[src/wpf_pkg.sv]
// wpf_pkg: types, constants and the arctangent table shared by the
// waypoint follower modules. No dependencies.
package wpf_pkg;

   // register map of the configuration port
   localparam int CSR_IDX_W  = 1;
   localparam int CSR_DATA_W = 31;

   typedef enum logic [CSR_IDX_W-1:0] {
      REG_ARRIVAL_RADIUS = 1'b0,
      REG_DRIVE_SPEED    = 1'b1
   } csr_index_type;

   // item actions
   localparam logic ACT_ADD  = 1'b0;
   localparam logic ACT_ODOM = 1'b1;

   // CORDIC sizing
   localparam int ATAN_LEN = 24;                 // entries in the arctangent table
   localparam int ATAN_W   = 24;                 // table entries are below 2^24
   localparam int STEP_W   = $clog2(ATAN_LEN);
   localparam int CX_W     = 62;                 // x/y: 33-bit vector << 26 plus growth
   localparam int CX_FRAC  = 26;
   localparam int Z_W      = 28;                 // angle accumulator, Q24 signed
   localparam int RND_SH   = 11;                 // Q24 -> Q13

   localparam logic signed [Z_W-1:0] ANG_PI    = 28'sd52707179;
   localparam logic signed [Z_W-1:0] ANG_HALF  = 28'sd1024;
   localparam int                    ANG_LIMIT = 25736;

   localparam int RADIUS_RESET = 91750;          // 1.4 m in Q16.16
   localparam int SPEED_RESET  = 256;            // 1.0 in Q8.8

   typedef struct packed {
      logic               action;
      logic signed [31:0] pos_x;
      logic signed [31:0] pos_y;
   } req_type;

   typedef struct packed {
      logic signed [15:0] steer_angle;
      logic        [15:0] speed;
      logic        [5:0]  target_index;
   } rsp_type;

   typedef enum logic [3:0] {
      ST_IDLE,
      ST_ADD,
      ST_CHECK,
      ST_DIFF,
      ST_MAG,
      ST_SQX,
      ST_SQY,
      ST_SQR,
      ST_SUM,
      ST_CMP,
      ST_ITER,
      ST_OUT
   } state_type;

   // controller -> datapath
   typedef struct packed {
      logic              load;
      logic              add;
      logic              diff;
      logic              mag;
      logic              sq_x;
      logic              sq_y;
      logic              sq_r;
      logic              sum;
      logic              cordic_init;
      logic              cordic_step;
      logic [STEP_W-1:0] step_idx;
      logic              advance;
      logic              emit;
   } cmd_type;

   // datapath -> controller
   typedef struct packed {
      logic have_target;
      logic reached;
   } status_type;

   // atan(2^-i) in Q24, rounded
   function automatic logic [ATAN_W-1:0] atan_q24(input logic [STEP_W-1:0] i);
      logic [ATAN_W-1:0] v;
      unique case (i)
         5'd0:    v = 24'd13176795;
         5'd1:    v = 24'd7778716;
         5'd2:    v = 24'd4110060;
         5'd3:    v = 24'd2086331;
         5'd4:    v = 24'd1047214;
         5'd5:    v = 24'd524117;
         5'd6:    v = 24'd262123;
         5'd7:    v = 24'd131069;
         5'd8:    v = 24'd65536;
         5'd9:    v = 24'd32768;
         5'd10:   v = 24'd16384;
         5'd11:   v = 24'd8192;
         5'd12:   v = 24'd4096;
         5'd13:   v = 24'd2048;
         5'd14:   v = 24'd1024;
         5'd15:   v = 24'd512;
         5'd16:   v = 24'd256;
         5'd17:   v = 24'd128;
         5'd18:   v = 24'd64;
         5'd19:   v = 24'd32;
         5'd20:   v = 24'd16;
         5'd21:   v = 24'd8;
         5'd22:   v = 24'd4;
         5'd23:   v = 24'd2;
         default: v = '0;
      endcase
      return v;
   endfunction

endpackage

[src/wpf_ctrl.sv]
// wpf_ctrl: sequencer for the waypoint follower; issues datapath commands.
// Depends on wpf_pkg.
module wpf_ctrl #(
   parameter int CORDIC_STEPS = 16
) (
   input  logic                clock,
   input  logic                reset,
   input  logic                start,
   input  logic                req_action,
   input  wpf_pkg::status_type status,
   output wpf_pkg::cmd_type    cmd,
   output logic                busy
);
   import wpf_pkg::*;

   localparam int NSTEPS = (CORDIC_STEPS > ATAN_LEN) ? ATAN_LEN : CORDIC_STEPS;
   localparam logic [STEP_W-1:0] LAST_STEP = STEP_W'(NSTEPS - 1);

   state_type         state_ff, state_in;
   logic [STEP_W-1:0] step_ff, step_in;

   always_ff @(posedge clock) begin
      if (reset) begin
         state_ff <= ST_IDLE;
         step_ff  <= '0;
      end else begin
         state_ff <= state_in;
         step_ff  <= step_in;
      end
   end

   always_comb begin
      state_in     = state_ff;
      step_in      = step_ff;
      cmd          = '0;
      cmd.step_idx = step_ff;
      unique case (state_ff)
         ST_IDLE: begin
            if (start) begin
               cmd.load = 1'b1;
               state_in = (req_action == ACT_ODOM) ? ST_CHECK : ST_ADD;
            end
         end
         ST_ADD: begin
            cmd.add  = 1'b1;
            state_in = ST_IDLE;
         end
         ST_CHECK: begin
            // RAM read of the target is in flight
            state_in = status.have_target ? ST_DIFF : ST_IDLE;
         end
         ST_DIFF: begin
            cmd.diff = 1'b1;
            state_in = ST_MAG;
         end
         ST_MAG: begin
            cmd.mag  = 1'b1;
            state_in = ST_SQX;
         end
         ST_SQX: begin
            cmd.sq_x = 1'b1;
            state_in = ST_SQY;
         end
         ST_SQY: begin
            cmd.sq_y = 1'b1;
            state_in = ST_SQR;
         end
         ST_SQR: begin
            cmd.sq_r = 1'b1;
            state_in = ST_SUM;
         end
         ST_SUM: begin
            cmd.sum  = 1'b1;
            state_in = ST_CMP;
         end
         ST_CMP: begin
            if (status.reached) begin
               cmd.advance = 1'b1;
               state_in    = ST_IDLE;
            end else begin
               cmd.cordic_init = 1'b1;
               step_in         = '0;
               state_in        = ST_ITER;
            end
         end
         ST_ITER: begin
            cmd.cordic_step = 1'b1;
            if (step_ff == LAST_STEP) begin
               state_in = ST_OUT;
            end else begin
               step_in = step_ff + 1'b1;
            end
         end
         ST_OUT: begin
            cmd.emit = 1'b1;
            state_in = ST_IDLE;
         end
         default: begin
            state_in = ST_IDLE;
         end
      endcase
   end

   assign busy = (state_ff != ST_IDLE);

   a_out_after_iter: assert property (@(posedge clock) disable iff (reset)
      (state_ff == ST_OUT) |-> ($past(state_ff) == ST_ITER))
      else $error("result stage entered without CORDIC iterations");

   a_step_range: assert property (@(posedge clock) disable iff (reset)
      (state_ff == ST_ITER) |-> (step_ff <= LAST_STEP))
      else $error("CORDIC step counter out of range");

endmodule

[config.mk]
export PLATFORM = sky130hd
export DESIGN_NAME = wpf_ctrl
export DESIGN_NICKNAME = d
export VERILOG_FILES = /design/src/wpf_pkg.sv /design/src/wpf_ctrl.sv
export SDC_FILE = /design/constraint.sdc
export NUM_CORES = 1
export LEC_CHECK = 0
export ABC_AREA = 1
export CAP_MARGIN = 20
export CORE_AREA = 2 2 39 41
export DETAILED_ROUTE_END_ITERATION = 6
export DIE_AREA = 0 0 41 43
export DONT_BUFFER_PORTS = 1
export GPL_TIMING_DRIVEN = 1
export PLACE_DENSITY_LB_ADDON = 0.08
export SLEW_MARGIN = 40
export SYNTH_ARGS = -nofsm -noshare
export SYNTH_HDL_FRONTEND = slang
export SYNTH_SLANG_ARGS = --single-unit
[constraint.sdc]
create_clock -name clock -period 1.6 [get_ports clock]
set_input_delay 0.32 -clock clock [delete_from_list [all_inputs] [get_ports clock]]
set_output_delay 0.32 -clock clock [all_outputs]
set_load 0.01 [all_outputs]
==> metrics.md, run 1 <==
| Metric | Value |
|---|---|
| Vertical die dimension | 43 microns |
| Row count | 14 |
| Wire length of the first global-routing pass | 1.95 mm |
| Routed via count divided by cell count | 4.82 |
| Worst Skew | 0.00404 ns |
| Setup fix buffers added after clock tree synthesis | 0 |
| Maximum number of pins on one net before global-route repair | 9 |
| Cell Area, Synth | 584 sq um |
| Die Outline Area | 1760 sq um |
| Number of nets in the synthesized netlist | 102 |
| Number of clock buffers inserted by TritonCTS | 3 |
| Sink Count | 9 |
| Path class of the lowest-slack min-delay path | primary input to register |
| Die extent in x | 41 microns |
| Final period utilization | 0.932 |
| Clock tree from TritonCTS | done |
| Worst r2r path cells | 10 |
| Boundary Pins | 24 |
| Vias after detailed routing | 564 |
| Number of antenna violations at the first check in global routing | 0 |
| Hold Path Stages | 1 |
| Number of pins with negative max-slew slack in the final report | 0 |
| Antenna viol nets, final | 0 |
| Part of the Yosys area used for sequential elements | 0.308 |
| Critical path startpoint category | register |
| H-tree lvl count | 1 |
| Net count reported at finish | 110 |
| Clock network latency to the later pin of the worst-skew pair | 0.26 ns |
| Placer Congestion | 0.683 |
| Max-cap viol count | 0 |
| Finish-stage setup viols | 0 |
| Final design area excluding fillers | 663 sq um |
| Post-route setup TNS | 0 ns |
| Non-filler cells, final | 117 |
| Buffers added on ports | 0 |
| Max Fclk | 0.670 GHz |
| Static leakage | 0.292 nW |
| Unrepaired setup endpoints after global routing | false |
| Top cell type's share of synthesized area | 0.308 |
| Category of the worst setup path capture point | output port |
| Status | completed |
| Violation count after the first detailed-route iteration | 5 |
| Maximum ir drop on the vdd rail | 0.000431 V |
| Worst min-delay path endpoint | state_ff[1] |
| Syn. warnings | 0 |
| Worst setup slack for register-to-register paths | 0.20 ns |
| Hold Violations, Final | 0 |
| Reg-to-Reg End | step_ff[0] |
| Overflow left after global routing | 0 |
| Slew of the pin with the lowest slew margin | 0.350 ns |
| Antenna diode count | 0 |
| Leading post-synthesis cells by cell area | sky130_fd_sc_hd__dfxtp_1, sky130_fd_sc_hd__nor2_1, sky130_fd_sc_hd__inv_1 |
| Placed Cells | 113 |
| Synth-to-Final Area Change | 13.5% |
| Post-CTS clock slew at the launch and capture registers of the worst setup and hold paths | 0.06 ns |
| FF+latch count, synth | 9 |
| Largest fanout of any net on the critical path | 6 |
| Via count of the first global-routing pass | 500 |
| Starting density of the core | 0.422 |
| Average cell area after synthesis | 6.22 sq um |
| First drt pass iteration count | 2 |
| Worst setup path category | register to output port |
| Number of unique standard cell types used by synthesis | 15 |
| Placed inst area | 627 sq um |
| Arrival @ worst endpoint | 1.17 ns |
| Data required, critical path | 1.28 ns |
| Power density over cell area | 730 nW/um^2 |
| Routed wire length per instance | 10.4 microns |
| Total global-route track usage | 0.168 |
| Overall routed net length | 1.21 mm |
| Residual DRC | 0 |
| Slew headroom | 0.765 |
| Overall power of the completed layout | 484 uW |
| Launch point of the worst reg-to-reg path | step_ff[0] |
| Placeable core area | 1380 sq um |
| Area leader, netlist | sky130_fd_sc_hd__dfxtp_1 |
| Hold Slack | 0.111 ns |
| Gate count of the mapped netlist | 94 |
| Root buf cell | sky130_fd_sc_hd__clkbuf_4 |
| Hold wc startpoint | reset |
| Clock Path Buffers | 2 |
| Hold buffers post-CTS | 0 |
| Final worst path period need | 1.49 ns |
| Share of final-layout standard cells stronger than drive strength 1 | 0.188 |
| HPWL after DPL | 1.02 mm |
-- per-stage QoR --
step / utilization / setup WS (ns)
after floorplan: - / 0.229
after global placement: 0.453 / 0.181
after detailed placement: 0.453 / 0.189
after CTS: 0.476 / 0.0497
after global routing: 0.479 / 0.0193
final: 0.479 / 0.108
-- cell usage after synthesis (all sizes together) --
library cell	number
a21oi	8
dfxtp	9
ha	2
inv	20
nand2	17
nand3	4
nor2	25
nor3	2
o21ai	7
-- routing by layer --
layer	global-route usage	part of all wire	vias to the layer above
met4	0.120	0.022	0
met2	0.272	0.49	16
li1	-	-	303
met5	0	0	-
met3	0.0366	0.056	4
met1	0.177	0.43	241
-- power breakdown --
group          total (mW)  switching [mW]  internal (mW)
registers           0.237         0.00768          0.230
logic              0.0715          0.0487         0.0228
clock network       0.175          0.0789         0.0961
-- repair_timing --
item	4_1_cts	5_1_grt
setup endpoints to repair	1	3
gates resized for setup	2	2
cloned	0	0
-- logic make-up (layout without fill, tap and decap cells) --
logic type | count (synthesis) | in the layout | synth area share
AO/OA/AOI/OAI | 15 | 15 | 0.135
adder cells (fa/ha/maj) | 2 | 2 | 0.0428
buffers and inverters | 20 | 27 | 0.128
flip-flops | 9 | 9 | 0.308
AND/OR/NAND/NOR | 48 | 48 | 0.385
-- area by class of cell --
cell class | instances | area [sq um]
multi-input cells | 65 | 339
well taps | 16 | 20.0
flip-flops and latches | 9 | 180
repair buffers | 3 | 22.5
clock buffers | 4 | 26.3
inverters | 20 | 75.1
fillers | 151 | 721
-- worst max-delay path: stages (launching register included) --
cell,delay [ns]
sky130_fd_sc_hd__dfxtp_1,0.43
sky130_fd_sc_hd__nand2_2,0.12
sky130_fd_sc_hd__nor2_1,0.12
sky130_fd_sc_hd__nand2_2,0.11
sky130_fd_sc_hd__inv_1,0.12
-- cell usage in the layout, fill, tap and decap left out --
cell type,netlist,layout
sky130_fd_sc_hd__nor2_2,0,3
sky130_fd_sc_hd__nor2_1,24,21
sky130_fd_sc_hd__clkbuf_4,0,3
sky130_fd_sc_hd__nand3_1,4,4
sky130_fd_sc_hd__a21oi_1,7,7
sky130_fd_sc_hd__nand2_2,3,4
sky130_fd_sc_hd__o21ai_0,4,4
sky130_fd_sc_hd__ha_1,2,2
sky130_fd_sc_hd__dfxtp_1,9,9
sky130_fd_sc_hd__inv_1,19,19
sky130_fd_sc_hd__nor3_1,2,2
sky130_fd_sc_hd__nand2_1,11,10
sky130_fd_sc_hd__nor2_4,1,1
sky130_fd_sc_hd__clkbuf_1,0,1
sky130_fd_sc_hd__a21oi_2,1,1
sky130_fd_sc_hd__nand2_4,3,3
sky130_fd_sc_hd__inv_2,1,1
sky130_fd_sc_hd__buf_4,0,3
sky130_fd_sc_hd__o21ai_1,3,3
-- worst max-delay path by stage --
stage	cells past startpoint	startpoint	end	slack [ns]
final	4	state_ff[0]	cmd[8]	0.11
after global routing	4	state_ff[0]	cmd[8]	0.02
after global placement	9	step_ff[0]	step_ff[1]	0.18
after detailed placement	9	step_ff[0]	step_ff[1]	0.19
after floorplan	10	step_ff[0]	step_ff[0]	0.23
after CTS	3	state_ff[0]	cmd[16]	0.05
-- sequential cells by signal, summed over array words and instances, names as in the netlist --
signal	flops
step_ff	5
state_ff	4
Power figures use the tool's default switching activity.
==> run 2: changes to the inputs <==
--- a/config.mk
+++ b/config.mk
@@ -5,7 +5,7 @@
 export SDC_FILE = /design/constraint.sdc
 export NUM_CORES = 1
 export LEC_CHECK = 0
-export ABC_AREA = 1
+export ABC_AREA = 0
 export CAP_MARGIN = 20
 export CORE_AREA = 2 2 39 41
 export DETAILED_ROUTE_END_ITERATION = 6
==> run 2 against run 1 <==
Compared with the run above:
- setup slack lost 0.10 ns
- highest routed layer is now met3
- largest power group unchanged
- wire length grew 29%
- critical path type is now register to register
- total power rose by 5.1%
- sequential power is 3% higher
- core utilization rose by 13 points
- register-to-register slack worse by 0.19 ns
- combinational power grew 18%
- via count increased by 6.7%
- sequential share of layout area shrank 4.3 points
- non-clock buffer count rose by 11
- critical endpoint is now step_ff[4]
- die area is the same
==> metrics.md, run 2 <==
| Metric | Value |
|---|---|
| H-tree lvl count | 1 |
| Total global-route track usage | 0.191 |
| Number of clock buffers inserted by TritonCTS | 3 |
| Clock network latency to the later pin of the worst-skew pair | 0.26 ns |
| Cell Area, Synth | 639 sq um |
| Final period utilization | 0.996 |
| Wire length of the first global-routing pass | 2.26 mm |
| Critical path startpoint category | register |
| Vertical die dimension | 43 microns |
| Cell with the most instances after synthesis | sky130_fd_sc_hd__nor2_1 |
| Share of final-layout standard cells stronger than drive strength 1 | 0.418 |
| Gate count of the mapped netlist | 78 |
| Max Fclk | 0.628 GHz |
| Category of the worst setup path capture point | register |
| Commonest non-fill, non-tap cell in the layout | sky130_fd_sc_hd__buf_4 |
| Highest-count cells in the layout ignoring fill and taps | sky130_fd_sc_hd__buf_4, sky130_fd_sc_hd__nor2_1, sky130_fd_sc_hd__nand2_1, sky130_fd_sc_hd__nor3_1, sky130_fd_sc_hd__a21oi_1 |
| Buffers added on ports | 0 |
| Top cell type's share of synthesized area | 0.282 |
| Unrepaired setup endpoints after global routing | true |
| Boundary Pins | 24 |
| Final core utilization | 0.608 |
| Power density over cell area | 604 nW/um^2 |
| Placeable core area | 1380 sq um |
| Die Outline Area | 1760 sq um |
| Placer Congestion | 0.726 |
| Non-filler cells, final | 107 |
| Post-synthesis async set-or-reset flop share | 0 |
| Finish-stage setup viols | 0 |
| Worst setup path category | register to register |
| Largest register FFs | 5 |
| Combinational family with the most area after synthesis | simple AND/OR/NAND/NOR gates |
| Most used cell along the critical path | sky130_fd_sc_hd__ha_4 |
| Starting density of the core | 0.462 |
| Final worst path period need | 1.59 ns |
| Syn. warnings | 0 |
| Routed via count divided by cell count | 5.63 |
| Prevailing post-synth register cell | sky130_fd_sc_hd__dfxtp_1 |
| Post-route setup TNS | 0 ns |
| Largest fanout of any net on the critical path | 4 |
| Clock tree from TritonCTS | done |
| Residual DRC | 0 |
| Average cell area after synthesis | 8.20 sq um |
| Fraction of the mapped netlist area in simple logic gates | 0.380 |
| HPWL after DPL | 1.09 mm |
| Post-synth EDFFs | 0 |
| Net count reported at finish | 100 |
| Critical Path Max Stage Delay | 0.34 ns |
| Leading post-synthesis cells by cell area | sky130_fd_sc_hd__dfxtp_1, sky130_fd_sc_hd__nor2_1, sky130_fd_sc_hd__nor3b_2 |
| Launch point of the worst reg-to-reg path | step_ff[0] |
| Overall power of the completed layout | 508 uW |
| Part of the Yosys area used for sequential elements | 0.282 |
| Row count | 14 |
| Path class of the lowest-slack min-delay path | primary input to register |
| Worst r2r path cells | 8 |
| Arrival @ worst endpoint | 1.75 ns |
| Hold Violations, Final | 0 |
| Antenna diode count | 0 |
| Hold Slack | 0.108 ns |
| Maximum number of pins on one net before global-route repair | 14 |
| Vias after detailed routing | 602 |
| Post-CTS clock slew at the launch and capture registers of the worst setup and hold paths | 0.07 ns |
| Violation count after the first detailed-route iteration | 12 |
| Complex-gate fraction of the synthesized area | 0.159 |
| Data required, critical path | 1.76 ns |
| Antenna viol nets, final | 0 |
| Cell with the largest stage delay on the worst path | sky130_fd_sc_hd__dfxtp_2 |
| Post-synthesis mux area share | 0.0313 |
| Slew headroom | 0.753 |
| Slew of the pin with the lowest slew margin | 0.361 ns |
| Worst setup slack for register-to-register paths | 0.007 ns |
| Biggest registers after layout | step_ff (5), state_ff (4) |
| FF+latch count, synth | 9 |
| Number of nets in the synthesized netlist | 86 |
| Via count of the first global-routing pass | 484 |
| Routed wire length per instance | 14.7 microns |
| Hold Path Stages | 1 |
| Worst-path cell chain | ha_4 -> and3_4 -> ha_4 -> nor3b_4 -> buf_4 -> o21ai_4 -> mux2i_1 -> nor2_1 |
| First drt pass iteration count | 4 |
| Hold wc startpoint | reset |
| Placed Cells | 100 |
| Reg-to-Reg End | step_ff[4] |
| Largest register by flop count | step_ff |
| Number of antenna violations at the first check in global routing | 0 |
| Sink Count | 9 |
| Overflow left after global routing | 0 |
| Static leakage | 0.330 nW |
| Clock Path Buffers | 2 |
| Top cell types by occurrence after synthesis | sky130_fd_sc_hd__nor2_1, sky130_fd_sc_hd__dfxtp_1, sky130_fd_sc_hd__nand2_1 |
| Die extent in x | 41 microns |
| Max-cap viol count | 0 |
| Worst Skew | 0.00138 ns |
| Synth-to-Final Area Change | 31.7% |
| Status | completed |
| Number of unique standard cell types used by synthesis | 33 |
| Overall routed net length | 1.57 mm |
| Number of pins with negative max-slew slack in the final report | 0 |
| Worst min-delay path endpoint | state_ff[1] |
| Maximum ir drop on the vdd rail | 0.000441 V |
| Post-synthesis share of cell area spent on xor and xnor gates | 0.0411 |
| Adder-cell area share of the yosys netlist | 0.0391 |
| Root buf cell | sky130_fd_sc_hd__clkbuf_4 |
| Area leader, netlist | sky130_fd_sc_hd__dfxtp_1 |
-- run 2: changes by cell type in the layout (fill, tap and decap cells not counted), moves of 4 or more --
cell                      change
sky130_fd_sc_hd__nand2_2      -4
sky130_fd_sc_hd__dfxtp_2      +4
sky130_fd_sc_hd__buf_4       +11
sky130_fd_sc_hd__nand3_1      -4
sky130_fd_sc_hd__dfxtp_1      -6
sky130_fd_sc_hd__and3_1       +4
sky130_fd_sc_hd__inv_1       -17
sky130_fd_sc_hd__nor2_1      -13
-- run 2: per-stage QoR --
stage | worst slack, ns | instance area [sq um]
after floorplan | 0.00498 | 653
after detailed placement | -0.0403 | 723
after global placement | -0.00961 | 723
after global routing | -0.0716 | 842
after CTS | -0.00790 | 790
final | 0.00665 | 842
-- run 2: layer usage --
metal	up-vias	wire length (microns)	global-route usage
met5	-	0	0
met4	0	0	0.0800
met3	0	97	0.0681
met2	18	734	0.244
met1	275	737	0.282
li1	309	-	-
-- run 2: worst max path at each step --
stage	startpoint	to	slack, ns	cells after the start
finish	step_ff[0]	step_ff[4]	0.007	8
global route	step_ff[0]	step_ff[0]	-0.07	8
CTS	step_ff[0]	step_ff[3]	-0.008	7
detailed placement	step_ff[0]	step_ff[3]	-0.04	7
global placement	step_ff[0]	step_ff[2]	-0.01	7
floorplan	step_ff[0]	step_ff[2]	0.005	7
-- run 2: logic make-up (layout without fill, tap and decap cells) --
| group | after synthesis | count (layout) |
|---|---|---|
| and+or+nand+nor | 40 | 40 |
| AOI/OAI and AO/OA | 14 | 14 |
| DFF | 9 | 9 |
| buffers and inverters | 8 | 21 |
| xor gates and xnor gates | 3 | 3 |
| adders and majority gates | 2 | 2 |
| muxes | 2 | 2 |
-- run 2: area by class of cell --
type	count	area, sq um
Tap cell	16	20.0
Fill cell	120	542
Inverter	3	11.3
Timing Repair Buffer	14	105
Clock buffer	4	26.3
Sequential cell	9	193
Multi-Input combinational cell	61	487
-- run 2: what timing repair did --
action | 4_1_cts | 5_1_grt
setup endpoints to repair | 9 | 10
hold buffers | 0 | 0
pin swaps | 6 | 7
gates resized for setup | 8 | 10
buffers inserted | 2 | 1
-- run 2: report_power, final --
| group | leakage [nW] | switching [mW] | internal, mW |
|---|---|---|---|
| logic | 0.238 | 0.0433 | 0.0408 |
| registers | 0.0762 | 0.0158 | 0.228 |
| clock network | 0.0150 | 0.0847 | 0.0963 |
-- run 2: critical path: cells and delay by family, from the launching register on --
family                   cells  cell delay [ns]
AND/OR/NAND/NOR              3             0.45
multiplexers                 1             0.16
buffers and inverters        1             0.17
adder cells (fa/ha/maj)      2             0.31
AO/OA/AOI/OAI                1             0.06
flip-flops                   1             0.34
